==> src/rtl/core/ucep_pkg.sv <==
`timescale 1ns / 1ps
// ----------------------------------------------------------------------------
// Endpoint zero sequencer package
// Shared constants, event codes and the request and result records.
// ----------------------------------------------------------------------------
package ucep_pkg;

    localparam int unsigned MAX_PACKET = 64;
    localparam int unsigned BUF_BYTES  = 128;

    localparam logic [6:0]  MAX_PACKET_LEN = 7'(MAX_PACKET);
    localparam logic [15:0] BUF_SIZE       = 16'(BUF_BYTES);

    localparam logic [1:0] ACT_SETUP    = 2'd0;
    localparam logic [1:0] ACT_PACKET   = 2'd1;
    localparam logic [1:0] ACT_TX_FREE  = 2'd2;
    localparam logic [1:0] ACT_REPLY    = 2'd3;

    typedef enum logic [1:0] {
        EV_SETUP,
        EV_PACKET,
        EV_TX_FREE,
        EV_REPLY
    } ev_t;

    typedef struct packed {
        ev_t         ev;
        logic        dir_in;
        logic [15:0] request_length;
        logic        zero_len;
        logic [6:0]  packet_len;
        logic        tx_free;
        logic        handled;
        logic [15:0] reply_clip;
    } cmd_t;

    typedef struct packed {
        logic       stall_res;
        logic       send;
        logic [7:0] send_offset;
        logic [6:0] send_len;
        logic       request_ready;
        logic [7:0] store_offset;
        logic [6:0] store_len;
        logic       status_done;
    } res_t;

endpackage

==> src/rtl/core/ucep_front.sv <==
`timescale 1ns / 1ps
// ----------------------------------------------------------------------------
// Endpoint zero sequencer front end
// Classifies each incoming event and prepares its state-independent fields.
// ----------------------------------------------------------------------------
module ucep_front (
    input  logic                  in_valid,
    output logic                  in_ready,
    input  logic [1:0]            action,
    input  logic                  dir_in,
    input  logic [15:0]           request_length,
    input  logic [6:0]            packet_len,
    input  logic                  tx_free,
    input  logic                  handled,
    input  logic [7:0]            reply_len,
    output logic                  push_valid,
    input  logic                  push_ready,
    output ucep_pkg::cmd_t        push_cmd
);
    import ucep_pkg::*;

    ev_t ev;

    always_comb
    begin
        unique case (action)
            ACT_SETUP:   ev = EV_SETUP;
            ACT_PACKET:  ev = EV_PACKET;
            ACT_TX_FREE: ev = EV_TX_FREE;
            ACT_REPLY:   ev = EV_REPLY;
            default:     ev = EV_REPLY;
        endcase
    end

    always_comb
    begin
        push_cmd.ev             = ev;
        push_cmd.dir_in         = dir_in;
        push_cmd.request_length = request_length;
        push_cmd.zero_len       = (request_length == 16'd0);
        push_cmd.packet_len     = packet_len;
        push_cmd.tx_free        = tx_free;
        push_cmd.handled        = handled;
        push_cmd.reply_clip     = ({8'd0, reply_len} < BUF_SIZE) ? {8'd0, reply_len} : BUF_SIZE;
    end

    assign push_valid = in_valid;
    assign in_ready   = push_ready;

endmodule

==> src/rtl/core/ucep_queue.sv <==
`timescale 1ns / 1ps
// ----------------------------------------------------------------------------
// Endpoint zero sequencer request queue
// Two-entry queue that decouples the front end from the back end.
// ----------------------------------------------------------------------------
module ucep_queue (
    input  logic              clk,
    input  logic              rst_n,
    input  logic              push_valid,
    output logic              push_ready,
    input  ucep_pkg::cmd_t    push_cmd,
    output logic              pop_valid,
    input  logic              pop_ready,
    output ucep_pkg::cmd_t    pop_cmd
);
    import ucep_pkg::*;

    cmd_t       entries_reg [2];
    logic       wr_ptr_reg;
    logic       wr_ptr_next;
    logic       rd_ptr_reg;
    logic       rd_ptr_next;
    logic [1:0] count_reg;
    logic [1:0] count_next;
    logic       do_push;
    logic       do_pop;

    assign push_ready = (count_reg != 2'd2);
    assign pop_valid  = (count_reg != 2'd0);
    assign pop_cmd    = entries_reg[rd_ptr_reg];
    assign do_push    = push_valid && push_ready;
    assign do_pop     = pop_valid && pop_ready;

    always_comb
    begin
        wr_ptr_next = do_push ? ~wr_ptr_reg : wr_ptr_reg;
        rd_ptr_next = do_pop ? ~rd_ptr_reg : rd_ptr_reg;
        count_next  = count_reg + {1'b0, do_push} - {1'b0, do_pop};
    end

    always_ff @(posedge clk or negedge rst_n)
    begin
        if (!rst_n)
        begin
            wr_ptr_reg <= 1'b0;
            rd_ptr_reg <= 1'b0;
            count_reg  <= 2'd0;
        end
        else
        begin
            wr_ptr_reg <= wr_ptr_next;
            rd_ptr_reg <= rd_ptr_next;
            count_reg  <= count_next;
        end
    end

    always_ff @(posedge clk)
    begin
        if (do_push)
        begin
            entries_reg[wr_ptr_reg] <= push_cmd;
        end
    end

    a_count_range: assert property (@(posedge clk) disable iff (!rst_n)
        count_reg != 2'd3)
        else $error("queue count out of range");

    a_ptr_gap: assert property (@(posedge clk) disable iff (!rst_n)
        (count_reg == 2'd1) |-> (wr_ptr_reg != rd_ptr_reg))
        else $error("queue pointers disagree with count");

    a_pop_order: assert property (@(posedge clk) disable iff (!rst_n)
        (do_pop && !do_push) |=> (count_reg == $past(count_reg) - 2'd1))
        else $error("queue count did not drop on pop");

endmodule

==> src/rtl/core/ucep_back.sv <==
`timescale 1ns / 1ps
// ----------------------------------------------------------------------------
// Endpoint zero sequencer back end
// Holds the transfer state, executes each request and registers its result.
// ----------------------------------------------------------------------------
module ucep_back (
    input  logic              clk,
    input  logic              rst_n,
    input  logic              pop_valid,
    output logic              pop_ready,
    input  ucep_pkg::cmd_t    pop_cmd,
    output logic              out_valid,
    input  logic              out_ready,
    output ucep_pkg::res_t    out_res
);
    import ucep_pkg::*;

    logic        direction_in_reg;
    logic        direction_in_next;
    logic [15:0] setup_length_reg;
    logic [15:0] setup_length_next;
    logic [15:0] byte_count_reg;
    logic [15:0] byte_count_next;
    logic        transfer_complete_reg;
    logic        transfer_complete_next;
    logic        awaiting_reply_reg;
    logic        awaiting_reply_next;
    logic        tx_active_reg;
    logic        tx_active_next;
    logic [15:0] tx_remaining_reg;
    logic [15:0] tx_remaining_next;
    logic        tx_truncated_reg;
    logic        tx_truncated_next;
    logic [7:0]  tx_position_reg;
    logic [7:0]  tx_position_next;
    logic        out_valid_reg;
    logic        out_valid_next;
    res_t        res_reg;
    res_t        res_next;

    logic        advance;
    logic [16:0] sum;
    logic [15:0] room;
    logic [6:0]  keep;
    logic [15:0] reply_n;
    logic        reply_mode;
    logic [7:0]  src_pos;
    logic [15:0] src_rem;
    logic        src_trunc;
    logic [6:0]  chunk;
    logic [15:0] rem_after;
    logic [7:0]  pos_after;
    logic        stay_active;
    logic        out_too_long;
    logic        setup_too_long;

    assign advance   = pop_valid && (!out_valid_reg || out_ready);
    assign pop_ready = !out_valid_reg || out_ready;
    assign out_valid = out_valid_reg;
    assign out_res   = res_reg;

    always_comb
    begin
        sum     = {1'b0, byte_count_reg} + {10'd0, pop_cmd.packet_len};
        room    = BUF_SIZE - byte_count_reg;
        keep    = 7'd0;
        if (byte_count_reg < BUF_SIZE)
        begin
            keep = ({9'd0, pop_cmd.packet_len} < room) ? pop_cmd.packet_len : room[6:0];
        end
        reply_n = (pop_cmd.reply_clip > setup_length_reg) ? setup_length_reg
                                                          : pop_cmd.reply_clip;
        out_too_long   = !direction_in_reg && (setup_length_reg > BUF_SIZE);
        setup_too_long = !pop_cmd.dir_in && (pop_cmd.request_length > BUF_SIZE);

        reply_mode = (pop_cmd.ev == EV_REPLY);
        src_pos    = reply_mode ? 8'd0 : tx_position_reg;
        src_rem    = reply_mode ? (direction_in_reg ? reply_n : 16'd0) : tx_remaining_reg;
        src_trunc  = reply_mode ? (direction_in_reg && (reply_n < setup_length_reg))
                                : tx_truncated_reg;
        chunk       = (src_rem < {9'd0, MAX_PACKET_LEN}) ? src_rem[6:0] : MAX_PACKET_LEN;
        rem_after   = src_rem - {9'd0, chunk};
        pos_after   = src_pos + {1'b0, chunk};
        stay_active = !((rem_after == 16'd0) && (!src_trunc || (chunk < MAX_PACKET_LEN)));
    end

    always_comb
    begin
        direction_in_next      = direction_in_reg;
        setup_length_next      = setup_length_reg;
        byte_count_next        = byte_count_reg;
        transfer_complete_next = transfer_complete_reg;
        awaiting_reply_next    = awaiting_reply_reg;
        tx_active_next         = tx_active_reg;
        tx_remaining_next      = tx_remaining_reg;
        tx_truncated_next      = tx_truncated_reg;
        tx_position_next       = tx_position_reg;
        res_next               = '0;

        unique case (pop_cmd.ev)
            EV_SETUP:
            begin
                byte_count_next        = 16'd0;
                transfer_complete_next = 1'b0;
                tx_active_next         = 1'b0;
                awaiting_reply_next    = 1'b0;
                direction_in_next      = pop_cmd.dir_in;
                setup_length_next      = pop_cmd.request_length;
                if (pop_cmd.dir_in || pop_cmd.zero_len)
                begin
                    if (setup_too_long)
                    begin
                        res_next.stall_res     = 1'b1;
                        transfer_complete_next = 1'b1;
                    end
                    else
                    begin
                        res_next.request_ready = 1'b1;
                        awaiting_reply_next    = 1'b1;
                    end
                end
            end
            EV_PACKET:
            begin
                if (transfer_complete_reg || awaiting_reply_reg)
                begin
                    res_next.stall_res     = 1'b1;
                    transfer_complete_next = 1'b1;
                    awaiting_reply_next    = 1'b0;
                end
                else if (!direction_in_reg)
                begin
                    if (keep != 7'd0)
                    begin
                        res_next.store_offset = byte_count_reg[7:0];
                        res_next.store_len    = keep;
                    end
                    if (sum >= {1'b0, setup_length_reg})
                    begin
                        byte_count_next = setup_length_reg;
                        if (out_too_long)
                        begin
                            res_next.stall_res     = 1'b1;
                            transfer_complete_next = 1'b1;
                            awaiting_reply_next    = 1'b0;
                        end
                        else
                        begin
                            res_next.request_ready = 1'b1;
                            awaiting_reply_next    = 1'b1;
                        end
                    end
                    else
                    begin
                        byte_count_next = sum[15:0];
                    end
                end
                else
                begin
                    tx_active_next         = 1'b0;
                    transfer_complete_next = 1'b1;
                    res_next.status_done   = 1'b1;
                end
            end
            EV_TX_FREE:
            begin
                if (tx_active_reg && pop_cmd.tx_free)
                begin
                    res_next.send        = 1'b1;
                    res_next.send_offset = src_pos;
                    res_next.send_len    = chunk;
                    tx_position_next     = pos_after;
                    tx_remaining_next    = rem_after;
                    tx_active_next       = stay_active;
                end
            end
            EV_REPLY:
            begin
                if (awaiting_reply_reg)
                begin
                    awaiting_reply_next = 1'b0;
                    if (!pop_cmd.handled)
                    begin
                        res_next.stall_res     = 1'b1;
                        transfer_complete_next = 1'b1;
                    end
                    else
                    begin
                        tx_position_next  = src_pos;
                        tx_remaining_next = src_rem;
                        tx_truncated_next = src_trunc;
                        tx_active_next    = 1'b1;
                        if (pop_cmd.tx_free)
                        begin
                            res_next.send        = 1'b1;
                            res_next.send_offset = src_pos;
                            res_next.send_len    = chunk;
                            tx_position_next     = pos_after;
                            tx_remaining_next    = rem_after;
                            tx_active_next       = stay_active;
                        end
                        if (!direction_in_reg)
                        begin
                            transfer_complete_next = 1'b1;
                            res_next.status_done   = 1'b1;
                        end
                    end
                end
            end
            default:
            begin
                res_next = '0;
            end
        endcase

        if (advance)
        begin
            out_valid_next = 1'b1;
        end
        else if (out_ready)
        begin
            out_valid_next = 1'b0;
        end
        else
        begin
            out_valid_next = out_valid_reg;
        end
    end

    always_ff @(posedge clk or negedge rst_n)
    begin
        if (!rst_n)
        begin
            direction_in_reg      <= 1'b0;
            setup_length_reg      <= 16'd0;
            byte_count_reg        <= 16'd0;
            transfer_complete_reg <= 1'b1;
            awaiting_reply_reg    <= 1'b0;
            tx_active_reg         <= 1'b0;
            tx_remaining_reg      <= 16'd0;
            tx_truncated_reg      <= 1'b0;
            tx_position_reg       <= 8'd0;
            out_valid_reg         <= 1'b0;
        end
        else
        begin
            out_valid_reg <= out_valid_next;
            if (advance)
            begin
                direction_in_reg      <= direction_in_next;
                setup_length_reg      <= setup_length_next;
                byte_count_reg        <= byte_count_next;
                transfer_complete_reg <= transfer_complete_next;
                awaiting_reply_reg    <= awaiting_reply_next;
                tx_active_reg         <= tx_active_next;
                tx_remaining_reg      <= tx_remaining_next;
                tx_truncated_reg      <= tx_truncated_next;
                tx_position_reg       <= tx_position_next;
            end
        end
    end

    always_ff @(posedge clk)
    begin
        if (advance)
        begin
            res_reg <= res_next;
        end
    end

    a_ready_xor_stall: assert property (@(posedge clk) disable iff (!rst_n)
        out_valid_reg |-> !(res_reg.stall_res && res_reg.request_ready))
        else $error("request reported ready and stalled together");

    a_chunk_size: assert property (@(posedge clk) disable iff (!rst_n)
        (out_valid_reg && res_reg.send) |-> (res_reg.send_len <= MAX_PACKET_LEN))
        else $error("transmitted packet exceeds max packet size");

    a_wait_in_transfer: assert property (@(posedge clk) disable iff (!rst_n)
        awaiting_reply_reg |-> !transfer_complete_reg)
        else $error("reply awaited with no transfer active");

    a_store_not_send: assert property (@(posedge clk) disable iff (!rst_n)
        (out_valid_reg && (res_reg.store_len != 7'd0)) |-> !res_reg.send)
        else $error("store and send on the same event");

endmodule

==> src/rtl/core/usb_control_endpoint_sequencer_unit.sv <==
`timescale 1ns / 1ps
// ----------------------------------------------------------------------------
// USB control endpoint zero sequencer
// Sequences setup, data and status stages of control transfers on endpoint 0.
//
// Each request on the input channel is one endpoint event: a setup packet,
// a packet from the host, a transmit-buffer-free event or the handler reply.
// Every request produces exactly one result on the output channel, which
// carries stall, transmit, store, request-ready and status-done indications.
// A front end classifies the request and writes it to a two-entry queue; the
// back end executes it against the transfer state and registers the result.
// A request is registered first in the queue and then in the result register
// of the back end; throughput is one request per cycle while the receiver
// accepts results. After reset no transfer is active and the queue and
// output register are empty. When the receiver stalls, the result register
// holds, the queue fills, and in_ready drops when the queue is full.
// ----------------------------------------------------------------------------
module usb_control_endpoint_sequencer_unit (
    input  logic        clk,
    input  logic        rst_n,
    input  logic        in_valid,
    output logic        in_ready,
    input  logic [1:0]  action,
    input  logic        dir_in,
    input  logic [15:0] request_length,
    input  logic [6:0]  packet_len,
    input  logic        tx_free,
    input  logic        handled,
    input  logic [7:0]  reply_len,
    output logic        out_valid,
    input  logic        out_ready,
    output logic        stall_res,
    output logic        send,
    output logic [7:0]  send_offset,
    output logic [6:0]  send_len,
    output logic        request_ready,
    output logic [7:0]  store_offset,
    output logic [6:0]  store_len,
    output logic        status_done
);
    import ucep_pkg::*;

    logic push_valid;
    logic push_ready;
    cmd_t push_cmd;
    logic pop_valid;
    logic pop_ready;
    cmd_t pop_cmd;
    res_t res;

    ucep_front u_front (
        .in_valid       (in_valid),
        .in_ready       (in_ready),
        .action         (action),
        .dir_in         (dir_in),
        .request_length (request_length),
        .packet_len     (packet_len),
        .tx_free        (tx_free),
        .handled        (handled),
        .reply_len      (reply_len),
        .push_valid     (push_valid),
        .push_ready     (push_ready),
        .push_cmd       (push_cmd)
    );

    ucep_queue u_queue (
        .clk        (clk),
        .rst_n      (rst_n),
        .push_valid (push_valid),
        .push_ready (push_ready),
        .push_cmd   (push_cmd),
        .pop_valid  (pop_valid),
        .pop_ready  (pop_ready),
        .pop_cmd    (pop_cmd)
    );

    ucep_back u_back (
        .clk       (clk),
        .rst_n     (rst_n),
        .pop_valid (pop_valid),
        .pop_ready (pop_ready),
        .pop_cmd   (pop_cmd),
        .out_valid (out_valid),
        .out_ready (out_ready),
        .out_res   (res)
    );

    assign stall_res     = res.stall_res;
    assign send          = res.send;
    assign send_offset   = res.send_offset;
    assign send_len      = res.send_len;
    assign request_ready = res.request_ready;
    assign store_offset  = res.store_offset;
    assign store_len     = res.store_len;
    assign status_done   = res.status_done;

endmodule
==> config.mk <==
export PLATFORM = sky130hd
export DESIGN_NAME = usb_control_endpoint_sequencer_unit
export DESIGN_NICKNAME = d
export VERILOG_FILES = /design/src/rtl/core/ucep_pkg.sv /design/src/rtl/core/ucep_front.sv /design/src/rtl/core/ucep_queue.sv /design/src/rtl/core/ucep_back.sv /design/src/rtl/core/usb_control_endpoint_sequencer_unit.sv
export SDC_FILE = /design/constraint.sdc
export NUM_CORES = 1
export LEC_CHECK = 0
export BUFFER_PORTS_ARGS = -buffer_cell sky130_fd_sc_hd__buf_2
export CAP_MARGIN = 30
export CORE_ASPECT_RATIO = 1.75
export CORE_MARGIN = 4
export CORE_UTILIZATION = 60
export CTS_CLUSTER_DIAMETER = 100
export DETAILED_ROUTE_END_ITERATION = 6
export PLACE_DENSITY = 0.9
export RECOVER_POWER = 100
export SLEW_MARGIN = 20
export SYNTH_ARGS = -nofsm -noshare
export SYNTH_HDL_FRONTEND = slang
export SYNTH_HIERARCHICAL = 1
export SYNTH_SLANG_ARGS = --single-unit
==> constraint.sdc <==
create_clock -name clk -period 6.19 [get_ports clk]
set_input_delay 0.619 -clock clk [delete_from_list [all_inputs] [get_ports clk]]
set_output_delay 0.619 -clock clk [all_outputs]
set_load 0.02 [all_outputs]
## Word-level counts from Yosys, hierarchy flattened

Memories as Yosys holds them, arrays and structs flattened.
Index checks and enable logic that the tools add are counted.

| storage, ports and cells | value |
|---|---|
| flip-flop bits (word level) | 100 |
| RAM bits | 74 |
| input bits | 40 |
| output and inout port bits | 36 |
| memories kept | 1 |

Memory list:

| memory | depth | width | read ports | clocked after Yosys merged registers in | write ports | line | text |
|---|---|---|---|---|---|---|---|
| u_queue.entries_reg | 2 | 37 | 1 | 0 | 1 | ucep_queue.sv:18 | `cmd_t entries_reg [2];` |

| operators by class | value |
|---|---|
| add/sub/neg operators | 6 |
| magnitude comparators | 10 |
| equality and inequality tests | 18 |
| muxes and demuxes | 73 |
| bitwise operators | 4 |
| reduce and logical (&&, ||, !) cells | 34 |

Operator list:

| cell | number |
|---|---|
| two-way mux 16 bit | 14 |
| case mux 16 bit (2 select lines) | 3 |
| two-way mux 8 bit | 6 |
| two-way mux 1 bit | 36 |
| two-way mux 17 bit | 2 |
| greater-than comparator 16 x 8 -> 1 bit, second input constant | 2 |
| zero test 16 bit | 2 |
| two-way mux 7 bit | 3 |
| adder 16 x 7 -> 17 bit | 1 |
| greater-or-equal comparator 17 x 16 -> 1 bit | 1 |
| greater-than comparator 16 bit | 1 |
| less-than comparator 16 bit | 1 |
| less-than comparator 16 x 7 -> 1 bit, second input constant | 1 |
| less-than comparator 16 x 8 -> 1 bit, second input constant | 1 |
| less-than comparator 7 x 16 -> 1 bit | 1 |
| case mux 8 bit (2 select lines) | 1 |
| subtractor 16 x 7 -> 16 bit | 1 |
| subtractor 8 x 16 -> 16 bit, first input constant | 1 |
| two-way mux 15 bit | 1 |
| AND reduction 4 bit | 3 |
| AND reduction 6 bit | 2 |
| case mux 1 bit (3 select lines) | 3 |
| adder 8 x 7 -> 8 bit | 1 |
| equality test 2 bit, second input constant | 4 |
| 24 further kinds | 53 |

## Logic depth before layout (Yosys ltp)

Gate-level depths: netlist (run 1).
An unclocked memory read counts as a cell.

| depth | value |
|---|---|
| depth after elaboration | 15 |
| mapped depth | 25 |

## Hierarchy

Netlist (run 1), hierarchy kept.

By module, submodules not included:

| module | times used | cells each | area each (um2) |
|---|---|---|---|
| ucep_back | 1 | 830 | 7322.0 |
| ucep_queue | 1 | 157 | 3611.0 |
| ucep_front | 1 | 52 | 366.6 |

## Worst setup path after synthesis (run 1)

OpenSTA, ideal clock, no wires.

| timing | value |
|---|---|
| path type | flip-flop to flip-flop |
| from | register u_queue.rd_ptr_reg |
| to | register u_back.tx_active_reg |
| setup time | 0.129 ns |
| data arrival time | 5.125 ns |
| required time | 6.061 ns |
| setup slack | 0.935 ns |
| stages on the path, launching flop included | 19 |
| buffers on the path | 3 |
| path through | dfrtp_1 -> buf_6 -> buf_6 -> mux2_4 -> ha_1 -> nand4_2 -> nor4_2 -> a21bo_2 -> a31oi_2 -> clkbuf_1 -> mux2_2 -> ha_1 -> nand4_1 -> or3_1 -> o21ai_0 -> o211ai_1 -> o21a_1 -> or4_1 -> o41a_1 |

| on the way | value |
|---|---|
| longest elaborated chain between the ends | 15 |

Ends and longest elaborated chain:

| item | line | text |
|---|---|---|
| start: declaration | ucep_queue.sv:21 | `logic rd_ptr_reg;` |
| start signal: assignment | ucep_queue.sv:52 | `rd_ptr_reg <= rd_ptr_next;` |
| memory (2 x 37 bit) (*) | -- |  |
| greater-than comparator 16 bit | ucep_back.sv:71 | `reply_n = (pop_cmd.reply_clip > setup_length_reg) ? setup_length_reg` |
| two-way mux 16 bit | ucep_back.sv:71 |  |
| two-way mux 16 bit (2 in series) | ucep_back.sv:78 | `src_rem = reply_mode ? (direction_in_reg ? reply_n : 16'd0) : tx_remaining_reg;` |
| less-than comparator 16 x 7 -> 1 bit | ucep_back.sv:81 | `chunk = (src_rem < {9'd0, MAX_PACKET_LEN}) ? src_rem[6:0] : MAX_PACKET_LEN;` |
| two-way mux 7 bit | ucep_back.sv:81 |  |
| subtractor 16 x 7 -> 16 bit or less-than comparator 7 bit (tied branches) | ucep_back.sv:82, ucep_back.sv:84 |  |
| zero test 16 bit or logical OR 1 bit (tied branches) | ucep_back.sv:84 | `stay_active = !((rem_after == 16'd0) && (!src_trunc \|\| (chunk < MAX_PACKET_LEN)));` |
| logical AND 1 bit | ucep_back.sv:84 |  |
| zero test 1 bit | ucep_back.sv:84 |  |
| two-way mux 1 bit | ucep_back.sv:193 | `if (pop_cmd.tx_free)` |
| two-way mux 1 bit | ucep_back.sv:182 | `if (!pop_cmd.handled)` |
| two-way mux 1 bit | ucep_back.sv:179 | `if (awaiting_reply_reg)` |
| case mux 1 bit (4 select lines) | ucep_back.sv:100 | `unique case (pop_cmd.ev)` |
| end signal: assignment | ucep_back.sv:255 | `tx_active_reg <= tx_active_next;` |
| end: declaration | ucep_back.sv:28 | `logic tx_active_reg;` |

Mark *: on every way between the ends. The rest lies on a longest branch, timed or not. The select of a mux whose other input is x is not followed.
A chain may end at the register's enable or synchronous reset.

==> results of run 1 <==
[kinds of logic after synthesis]
group,synth area share [%]
xor+xnor,2.79
flops,47.6
buf+inv,6.06
simple gates,13.9
mux,7.65
fa+ha+maj,8.22
compound gates,13.7
other cells,0.0665
[power by group through the flow]
stage	clock network, mW	registers, mW	logic, mW
5_1_grt	1.21	2.10	3.94
4_1_cts	1.16	2.03	3.59
3_3_place_gp	0	2.04	3.46
6_report	1.14	2.06	3.57
2_1_floorplan	0	2.04	2.61
3_5_place_dp	0	2.05	3.54
[synth_stat cells (all sizes together), types with 5 or more instances]
master     n  area, sq um
edfxtp   124         3720
nand2     76          285
ha        71          888
nor2      70          263
dfrtp     65         1630
a21oi     61          305
mux2      52          732
o21ai     50          250
buf       47          362
inv       47          176
clkbuf    39          146
nor3      27          140
and2      25          159
xnor2     24          210
nand3     19         95.1
nand4     16          106
nor2b     16          100
nor4      16          106
mux2i     12          133
o21a      12         90.1
xor2      12          105
and3      10         62.6
nand2b     9         56.3
o211ai     9         67.6
o31ai      9         67.6
a211oi     8         60.1
a22oi      8         60.1
a21o       7         52.6
o311ai     7         61.3
or3        7         43.8
or4        7         52.6
a2bb2oi    6         52.6
o21bai     6         45.0
a221o      5         50.1
a22o       5         43.8
a31o       5         52.6
a31oi      5         37.5
[per-layer routing]
layer | vias to the layer above | wire, microns | track usage [%]
met5 | - | 0 | 0
met4 | 0 | 1990 | 18.0
met3 | 137 | 1660 | 4.81
met2 | 406 | 14300 | 47.7
met1 | 4007 | 9750 | 29.0
li1 | 3868 | - | -
[final timing paths]
| path | from | end | slack [ns] | cells after the start |
|---|---|---|---|---|
| setup / recovery | u_queue/rd_ptr_reg | u_back/byte_count_reg[6] | 0.43 | 23 |
| hold / removal | action[0] | u_queue/entries_reg[0][43] | 0.36 | 1 |
| setup reg to reg | u_queue/rd_ptr_reg | u_back/byte_count_reg[6] | 0.43 | 23 |
| hold reg to reg | u_back/tx_position_reg[0] | u_back/tx_position_reg[0] | 0.48 | 2 |
| max in group asynchronous | rst_n | u_queue/rd_ptr_reg | 2.28 | 2 |
| min in group asynchronous | rst_n | u_back/tx_position_reg[1] | 1.53 | 2 |
[final cells by class]
cell class | instances | area (sq um)
flip-flops and latches | 190 | 5380
repair buffers | 96 | 432
clock inverters | 15 | 208
multi-input cells | 723 | 5260
clock buffers | 17 | 425
well taps | 238 | 298
inverters | 47 | 176
fillers | 1435 | 6410
[stage by stage]
| stage | cell area, sq um | worst slack [ns] | power, mW |
|---|---|---|---|
| after floorplan | 11300 | 0.935 | 4.65 |
| after global placement | 11700 | 0.705 | 5.51 |
| after detailed placement | 11700 | 0.599 | 5.60 |
| after CTS | 12300 | 0.559 | 6.78 |
| after global routing | 12200 | 0.0705 | 7.25 |
| final | 12200 | 0.430 | 6.77 |
==> results.yml, run 1 <==
run_status:
  status: "finished with violations"
  violations: "capacitance limit, slew limit"
clock_network:
  cts_inserted_buffers: 17
  cts.reportedPaths.clkPinSlew_ns: 0.09
  cts_hold_buf: 0
  tritoncts_clock_tree: "yes"
  cts.root.buffer_cell: "clkbuf_16"
  post_cts.repair.setup_buffers: 0
  post_cts_resize_count: 0
  worst_skew_pair.late_latency_ns: 0.45
  htreeDepth: 4
  clkSinkCount: 190
  ctsLongestPathBuffers: 2
sta:
  fin_worst_skew_ns: 0.0139
  hold_violations: 0
  final_period_utilization_pct: 93.0
  max_slew.worst_pin.slew_ns: 3.70
  period_minus_slack_ns: 5.76
  whs_ns: 0.357
  final.setup.tns_ns: 0
  slew_headroom_pct: -147
  final_max_slew_viol_count: 173
  finalSetupViolations: 0
  fmax_ghz: 0.174
  rsz_0062_raised_after_global_routing: "no"
placed_design:
  buffer_ports.inserted: 75
  hpwlAfterDp_microns: 20100
  finalWeightedCongestion: 1.01
  placed_cells: 1293
worst_hold_path:
  timing.hold.worst.class: "in2reg"
grt:
  grt_start_max_net_pins: 67
  grtUsageTotal_pct: 26.9
  initial_antenna_violation_count: 0
  number_of_global_route_vias_before_repair: 8592
  grt_first_pass_wirelength_microns: 44900
  globalRouteOverflowTotal: 0
route:
  postRouteAntennaNets: 0
  drt-vias-per-instance: 6.35
  finalWirelength_microns: 27700
  drt_pre_antenna_iters: 6
  drc: 0
  routedWlPerCell_microns: 20.9
  drt-initial-drc-count: 543
  dr_total_vias: 8418
pwr:
  power.switching_mw: 3.01
  p_clk_share_pct: 16.9
  peakVddDrop_uv: 304
  combinationalPowerShare_pct: 52.7
  p_int_mw: 3.76
  power_density_mw_per_mm2: 557
  power.share.sequential_pct: 30.4
  netSwitchingFraction_pct: 44.5
  leakagePower_nw: 4.94
die:
  number_of_i_o_pins: 76
  fp.dieArea_sq_mm: 0.0212
  die_y_microns: 190
  initial_utilization_pct: 60.8
  design.core.area_sq_mm: 0.0186
  floorplan.rows: 66
  dieWidth_microns: 112
yosys:
  edff_count_synth: 124
  synth.cell_area_sq_mm: 0.0113
  synth_warnings: 6
  syn_area_per_cell_sq_um: 10.9
  async_reset_ff_share_pct: 34.7
  synth_sequential_area_ratio_pct: 47.6
  post_synth_top_flop: "edfxtp_1"
  yosys_register_bits: 190
  postSynthCellCount: 1039
  netlist-cell-type-count: 79
cells_and_area:
  antenna_cells: 0
  flow.area_growth_from_synthesis_pct: 7.72
  largest_reg_flops: 90
  layout_common_cells: "124 x edfxtp_1, 76 x nand2_1, 71 x ha_1, 70 x nor2_1, 67 x clkbuf_1"
  fin_util_pct: 65.5
  share_of_final_layout_standard_cells_stronger_than_drive_strength_1_pct: 11.4
  fin_cells: 1326
  final_net_count: 1188
  mostFrequentLayoutCell: "edfxtp_1"
critical_path:
  critPathCaptureType: "flip-flop"
  critical_path.slowest_cell: "dfrtp_2"
  setup.worst_path.start_class: "flip-flop"
  cpPeakStageDelay_ns: 0.65
  crit_buf_inv: 2
  critical_path.most_common_cell: "a21oi_1"
  path_cells: "buf_4, mux2_4, ha_1, fa_1, a21o_1, a21oi_1, o21bai_1, a21oi_1, o21bai_1, nor2b_1, nand2_1, xnor2_1, ha_1, a21oi_1, nor2b_1, o21ai_0, nand2_1, a21oi_1, nor2b_1, o31ai_1, buf_4, a211oi_1, a211o_1"
  critical_path_arrival_ns: 6.08
  endpoint_required_time_on_the_critical_path_ns: 6.51
  timing_worst_setup_path_type: "reg2reg"
  worstPathMaxFanout: 17
  cpLargestDelayFamily: "compound AO/OA/AOI/OAI gates"
run:
  max_cap_violations: 4
Note: power is estimated with default switching activity, not from simulation.
==> run 2, diff against run 1 <==
--- a/config.mk
+++ b/config.mk
@@ -5,6 +5,7 @@
 export SDC_FILE = /design/constraint.sdc
 export NUM_CORES = 1
 export LEC_CHECK = 0
+export ABC_AREA = 1
 export BUFFER_PORTS_ARGS = -buffer_cell sky130_fd_sc_hd__buf_2
 export CAP_MARGIN = 30
 export CORE_ASPECT_RATIO = 1.75
==> run 2 against run 1 <==
Against the previous run: the flow still finishes with violations (capacitance limit, slew limit); flip-flop and latch count is the same; sequential share of layout area hardly changed; first-iteration DRC count is 11% higher; count of clock-buffer cells in the layout did not move; area after synthesis increased by 0.72%; clock skew hardly changed.
==> results.yml, run 2 <==
run_status:
  violations: "capacitance limit, slew limit"
  status: "finished with violations"
sta:
  slew_headroom_pct: -107
  rsz_0062_raised_after_global_routing: "no"
  final_max_slew_viol_count: 185
  whs_ns: 0.264
  max_slew.worst_pin.slew_ns: 3.11
  finalSetupViolations: 0
  final.setup.tns_ns: 0
  fmax_ghz: 0.185
  fin_worst_skew_ns: 0.0135
  hold_violations: 0
  final_period_utilization_pct: 87.2
  period_minus_slack_ns: 5.40
yosys:
  post-synth-top-count-cell: "nand2_1"
  yosys_register_bits: 190
  edff_count_synth: 124
  synth_sequential_area_ratio_pct: 47.2
  post_synth_top_flop: "edfxtp_1"
  synth_top_cells_by_count: "352 x nand2_1, 153 x inv_1, 144 x nor2_1, 124 x edfxtp_1, 71 x ha_1"
  synth.cell_area_sq_mm: 0.0114
  netlist-cell-type-count: 58
  postSynthCellCount: 1336
  netlist.area_leader.share_pct: 32.7
  syn_area_per_cell_sq_um: 8.52
  async_reset_ff_share_pct: 34.7
  synth.largest_area_cell: "edfxtp_1"
  synth_warnings: 6
  netlist_top_cells_area: "edfxtp_1 33%, dfrtp_1 14%, nand2_1 12%, ha_1 7.8%, inv_1 5.0%"
critical_path:
  critical_path_arrival_ns: 5.58
  endpoint_of_the_lowest_slack_register_to_register_path: "u_back/out_res[33]"
  critical_path.slowest_cell: "inv_1"
  critPathCaptureType: "flip-flop"
  critical_path.reg2reg.startpoint: "u_queue/rd_ptr_reg"
  timing_worst_setup_path_type: "reg2reg"
  critical_path_depth: 28
  crit_buf_inv: 6
  rr_worst_depth: 28
  critical_path.most_common_cell: "nand2_1"
  cpPeakStageDelay_ns: 0.62
  r2r_setup_slack_ns: 0.79
  worstPathMaxFanout: 25
  setup.worst_path.start_class: "flip-flop"
  endpoint_required_time_on_the_critical_path_ns: 6.37
  cpLargestDelayFamily: "simple AND/OR/NAND/NOR gates"
clock_network:
  post_cts.repair.setup_buffers: 0
  cts.reportedPaths.clkPinSlew_ns: 0.07
  ctsLongestPathBuffers: 2
  htreeDepth: 4
  cts_hold_buf: 0
  clkSinkCount: 190
  tritoncts_clock_tree: "yes"
  cts_inserted_buffers: 17
  post_cts_resize_count: 0
  cts.root.buffer_cell: "clkbuf_16"
  worst_skew_pair.late_latency_ns: 0.44
grt:
  number_of_global_route_vias_before_repair: 8935
  grt_first_pass_wirelength_microns: 41800
  initial_antenna_violation_count: 0
  grtUsageTotal_pct: 24.3
  grt_start_max_net_pins: 67
  globalRouteOverflowTotal: 0
die:
  design.core.area_sq_mm: 0.0187
  dieWidth_microns: 112
  fp.dieArea_sq_mm: 0.0213
  floorplan.rows: 66
  initial_utilization_pct: 61.0
  number_of_i_o_pins: 76
  die_y_microns: 190
placed_design:
  hpwlAfterDp_microns: 18600
  finalWeightedCongestion: 0.928
  buffer_ports.inserted: 75
cells_and_area:
  flow.area_growth_from_synthesis_pct: 6.86
  mostFrequentLayoutCell: "nand2_1"
  largest_reg_flops: 90
  share_of_final_layout_standard_cells_stronger_than_drive_strength_1_pct: 6.90
  final_net_count: 1492
  antenna_cells: 0
  layout_common_cells: "354 x nand2_1, 154 x inv_1, 144 x nor2_1, 124 x edfxtp_1, 71 x ha_1"
route:
  finalWirelength_microns: 25500
  drt-vias-per-instance: 5.60
  drt-initial-drc-count: 603
  routedWlPerCell_microns: 15.7
  drc: 0
  postRouteAntennaNets: 0
  dr_total_vias: 9124
  drt_pre_antenna_iters: 5
run:
  max_cap_violations: 4
worst_hold_path:
  timing.hold.worst.class: "in2async"
## run 2: cell count changes in the layout (fill, tap and decap cells not counted), sizes merged, moves of 16 or more
cell / delta
o21ai: +30
inv: +122
nor2b: -16
a21oi: -18
nand3: +41
xnor2: -21
o22ai: +19
mux2: -52
nand2: +291
and2: -20
nor2: +80
## run 2: cells by family (layout without fill, tap and decap cells)
group / count (synthesis) / in the layout / synth area share [%]
flops: 190 / 190 / 47.2
xor+xnor: 24 / 24 / 1.85
other cells: 2 / 9 / 0.0660
fa+ha+maj: 73 / 73 / 8.16
compound gates: 177 / 177 / 8.86
buf+inv: 239 / 288 / 10.1
simple gates: 631 / 631 / 23.8
## run 2: area by class of cell
class,instances,area [sq um]
fill,1527,6500
sequential,190,5380
multi-input combinational,914,4880
inverter,169,634
clock buffer,17,425
timing repair buffer,87,364
tap,238,298
clock inverter,15,188
## run 2: worst max-delay path by stage
| stage | endpoint | slack (ns) | startpoint |
|---|---|---|---|
| after floorplan | u_back/tx_position_reg[7] | 1.76 | u_queue/rd_ptr_reg |
| after global placement | u_back/byte_count_reg[13] | 1.29 | u_queue/rd_ptr_reg |
| after detailed placement | u_back/byte_count_reg[15] | 1.24 | u_queue/rd_ptr_reg |
| after CTS | u_back/byte_count_reg[0] | 1.20 | u_queue/rd_ptr_reg |
| after global routing | u_back/tx_position_reg[7] | 0.33 | u_queue/rd_ptr_reg |
| final | u_back/out_res[33] | 0.79 | u_queue/rd_ptr_reg |
## run 2: routing by layer
| layer | up-vias | GRT usage, % | share of wire, % |
|---|---|---|---|
| li1 | 4465 | - | - |
| met1 | 4234 | 27.5 | 38 |
| met2 | 348 | 42.9 | 51 |
| met3 | 77 | 3.09 | 4.9 |
| met4 | 0 | 15.0 | 5.8 |
| met5 | - | 0 | 0 |
## run 2: metrics by stage
step	utilization [%]	worst slack [ns]	instance area, sq um	std cells
2_1_floorplan	-	1.76	11400	1343
3_3_place_gp	62.4	1.29	11700	1596
3_5_place_dp	62.5	1.24	11700	1596
4_1_cts	65.7	1.20	12300	1628
5_1_grt	65.2	0.334	12200	1630
6_report	65.2	0.791	12200	1630
Power of run 2 is not shown: default switching activity piles up to over one toggle a cycle in this logic, so the estimate is an artifact.
==> run 3, diff against run 2 <==
--- a/config.mk
+++ b/config.mk
@@ -11,6 +11,7 @@
 export CORE_ASPECT_RATIO = 1.75
 export CORE_MARGIN = 4
 export CORE_UTILIZATION = 60
+export CTS_BUF_LIST = sky130_fd_sc_hd__clkbuf_8
 export CTS_CLUSTER_DIAMETER = 100
 export DETAILED_ROUTE_END_ITERATION = 6
 export PLACE_DENSITY = 0.9
==> run 3 against run 2 <==
Against the previous run: global-route usage fell by 0.66 points; critical path type unchanged; count of clock-buffer cells in the layout did not move; the run still ends with capacitance limit, slew limit left; critical endpoint is now u_back/tx_position_reg[7]; register-to-register slack barely moved.
==> results.yml, run 3 (synthesized netlist as in run 2, its figures left out) <==
cells_and_area:
  fin_cells: 1630
  share_of_final_layout_standard_cells_stronger_than_drive_strength_1_pct: 6.90
  final_net_count: 1492
  antenna_cells: 0
  mostFrequentLayoutCell: "nand2_1"
  layout_common_cells: "354 x nand2_1, 154 x inv_1, 144 x nor2_1, 124 x edfxtp_1, 71 x ha_1"
  largest_reg_flops: 90
  flow.area_growth_from_synthesis_pct: 5.18
critical_path:
  cpLargestDelayFamily: "simple AND/OR/NAND/NOR gates"
  critPathCaptureType: "flip-flop"
  critical_path.slowest_cell: "inv_1"
  setup.worst_path.start_class: "flip-flop"
  cpPeakStageDelay_ns: 0.62
  worstPathMaxFanout: 27
  endpoint_required_time_on_the_critical_path_ns: 6.53
  crit_buf_inv: 4
  critical_path.most_common_cell: "nor2_1"
  timing_worst_setup_path_type: "reg2reg"
  critical_path_arrival_ns: 5.75
clock_network:
  cts.reportedPaths.clkPinSlew_ns: 0.10
  ctsLongestPathBuffers: 2
  post_cts_resize_count: 0
  cts.root.buffer_cell: "clkbuf_8"
  cts_inserted_buffers: 17
  worst_skew_pair.late_latency_ns: 0.47
  cts_hold_buf: 0
  clkSinkCount: 190
  post_cts.repair.setup_buffers: 0
  tritoncts_clock_tree: "yes"
  htreeDepth: 4
run:
  max_cap_violations: 4
route:
  postRouteAntennaNets: 0
  drt-initial-drc-count: 557
  finalWirelength_microns: 24800
  drc: 0
  dr_total_vias: 9068
  drt-vias-per-instance: 5.56
  drt_pre_antenna_iters: 5
  routedWlPerCell_microns: 15.2
placed_design:
  buffer_ports.inserted: 75
  finalWeightedCongestion: 0.928
  placed_cells: 1596
  post-place-ws_ns: 1.24
  hpwlAfterDp_microns: 18600
die:
  design.core.area_sq_mm: 0.0187
  dieWidth_microns: 112
  die_y_microns: 190
  floorplan.rows: 66
  number_of_i_o_pins: 76
  fp.dieArea_sq_mm: 0.0213
  initial_utilization_pct: 61.0
sta:
  finalSetupViolations: 0
  final_period_utilization_pct: 87.3
  final.setup.tns_ns: 0
  slew_headroom_pct: -108
  max_slew.worst_pin.slew_ns: 3.11
  period_minus_slack_ns: 5.40
  fmax_ghz: 0.185
  hold_violations: 0
  final_max_slew_viol_count: 185
  fin_worst_skew_ns: 0.0221
  postLayoutSetupSlackWorst_ns: 0.786
  rsz_0062_raised_after_global_routing: "no"
grt:
  globalRouteOverflowTotal: 0
  grtUsageTotal_pct: 23.6
  grt_first_pass_wirelength_microns: 40900
  initial_antenna_violation_count: 0
  grt_start_max_net_pins: 67
  number_of_global_route_vias_before_repair: 8783
worst_hold_path:
  timing.hold.worst.class: "in2async"
run_status:
  violations: "capacitance limit, slew limit"
  status: "finished with violations"
==> run 3: cell counts in the layout (fill, tap and decap cells not counted) <==
Identical to the previous run, type by type.
==> run 3: final timing paths <==
| check | end | slack (ns) | start | cells past startpoint |
|---|---|---|---|---|
| max | u_back/tx_position_reg[7] | 0.79 | u_queue/rd_ptr_reg | 31 |
| min | u_back/tx_remaining_reg[10] | 0.22 | rst_n | 2 |
| max reg2reg | u_back/tx_position_reg[7] | 0.79 | u_queue/rd_ptr_reg | 31 |
| min reg2reg | u_back/tx_remaining_reg[13] | 0.49 | u_back/tx_remaining_reg[13] | 2 |
| max in group asynchronous | u_back/setup_length_reg[6] | 2.59 | rst_n | 3 |
| min in group clk | u_queue/entries_reg[0][16] | 0.34 | handled | 1 |
==> run 3: worst register-to-register path, delay by kind of cell, from the launching register on <==
| family | cells | cell delay, ns |
|---|---|---|
| adder cells (fa/ha/maj) | 2 | 0.55 |
| AO/OA/AOI/OAI | 7 | 1.16 |
| flip-flops | 1 | 0.38 |
| buffers and inverters | 4 | 0.79 |
| AND/OR/NAND/NOR | 17 | 2.24 |
| XOR/XNOR | 1 | 0.15 |
==> run 3: cell type report <==
class / count / area [sq um]
multi-input cells: 914 / 4880
well taps: 238 / 298
inverters: 169 / 634
clock inverters: 15 / 188
fillers: 1553 / 6690
clock buffers: 17 / 234
repair buffers: 87 / 364
flip-flops and latches: 190 / 5380
==> run 3: per-stage QoR <==
step	hold slack (ns)	util (%)	instance area, sq um
2_1_floorplan	0.323	-	11400
3_3_place_gp	0.453	62.4	11700
3_5_place_dp	0.471	62.5	11700
4_1_cts	0.307	64.7	12100
5_1_grt	0.285	64.1	12000
6_report	0.224	64.1	12000
==> run 3: layer usage <==
layer / wire [microns] / track usage (%) / up-vias / part of all wire [%]
li1: - / - / 4461 / -
met1: 9500 / 27.1 / 4200 / 38
met2: 12700 / 41.8 / 335 / 51
met3: 1210 / 2.83 / 72 / 4.9
met4: 1390 / 14.2 / 0 / 5.6
met5: 0 / 0 / - / 0
Power of run 3 is left out for the same reason.
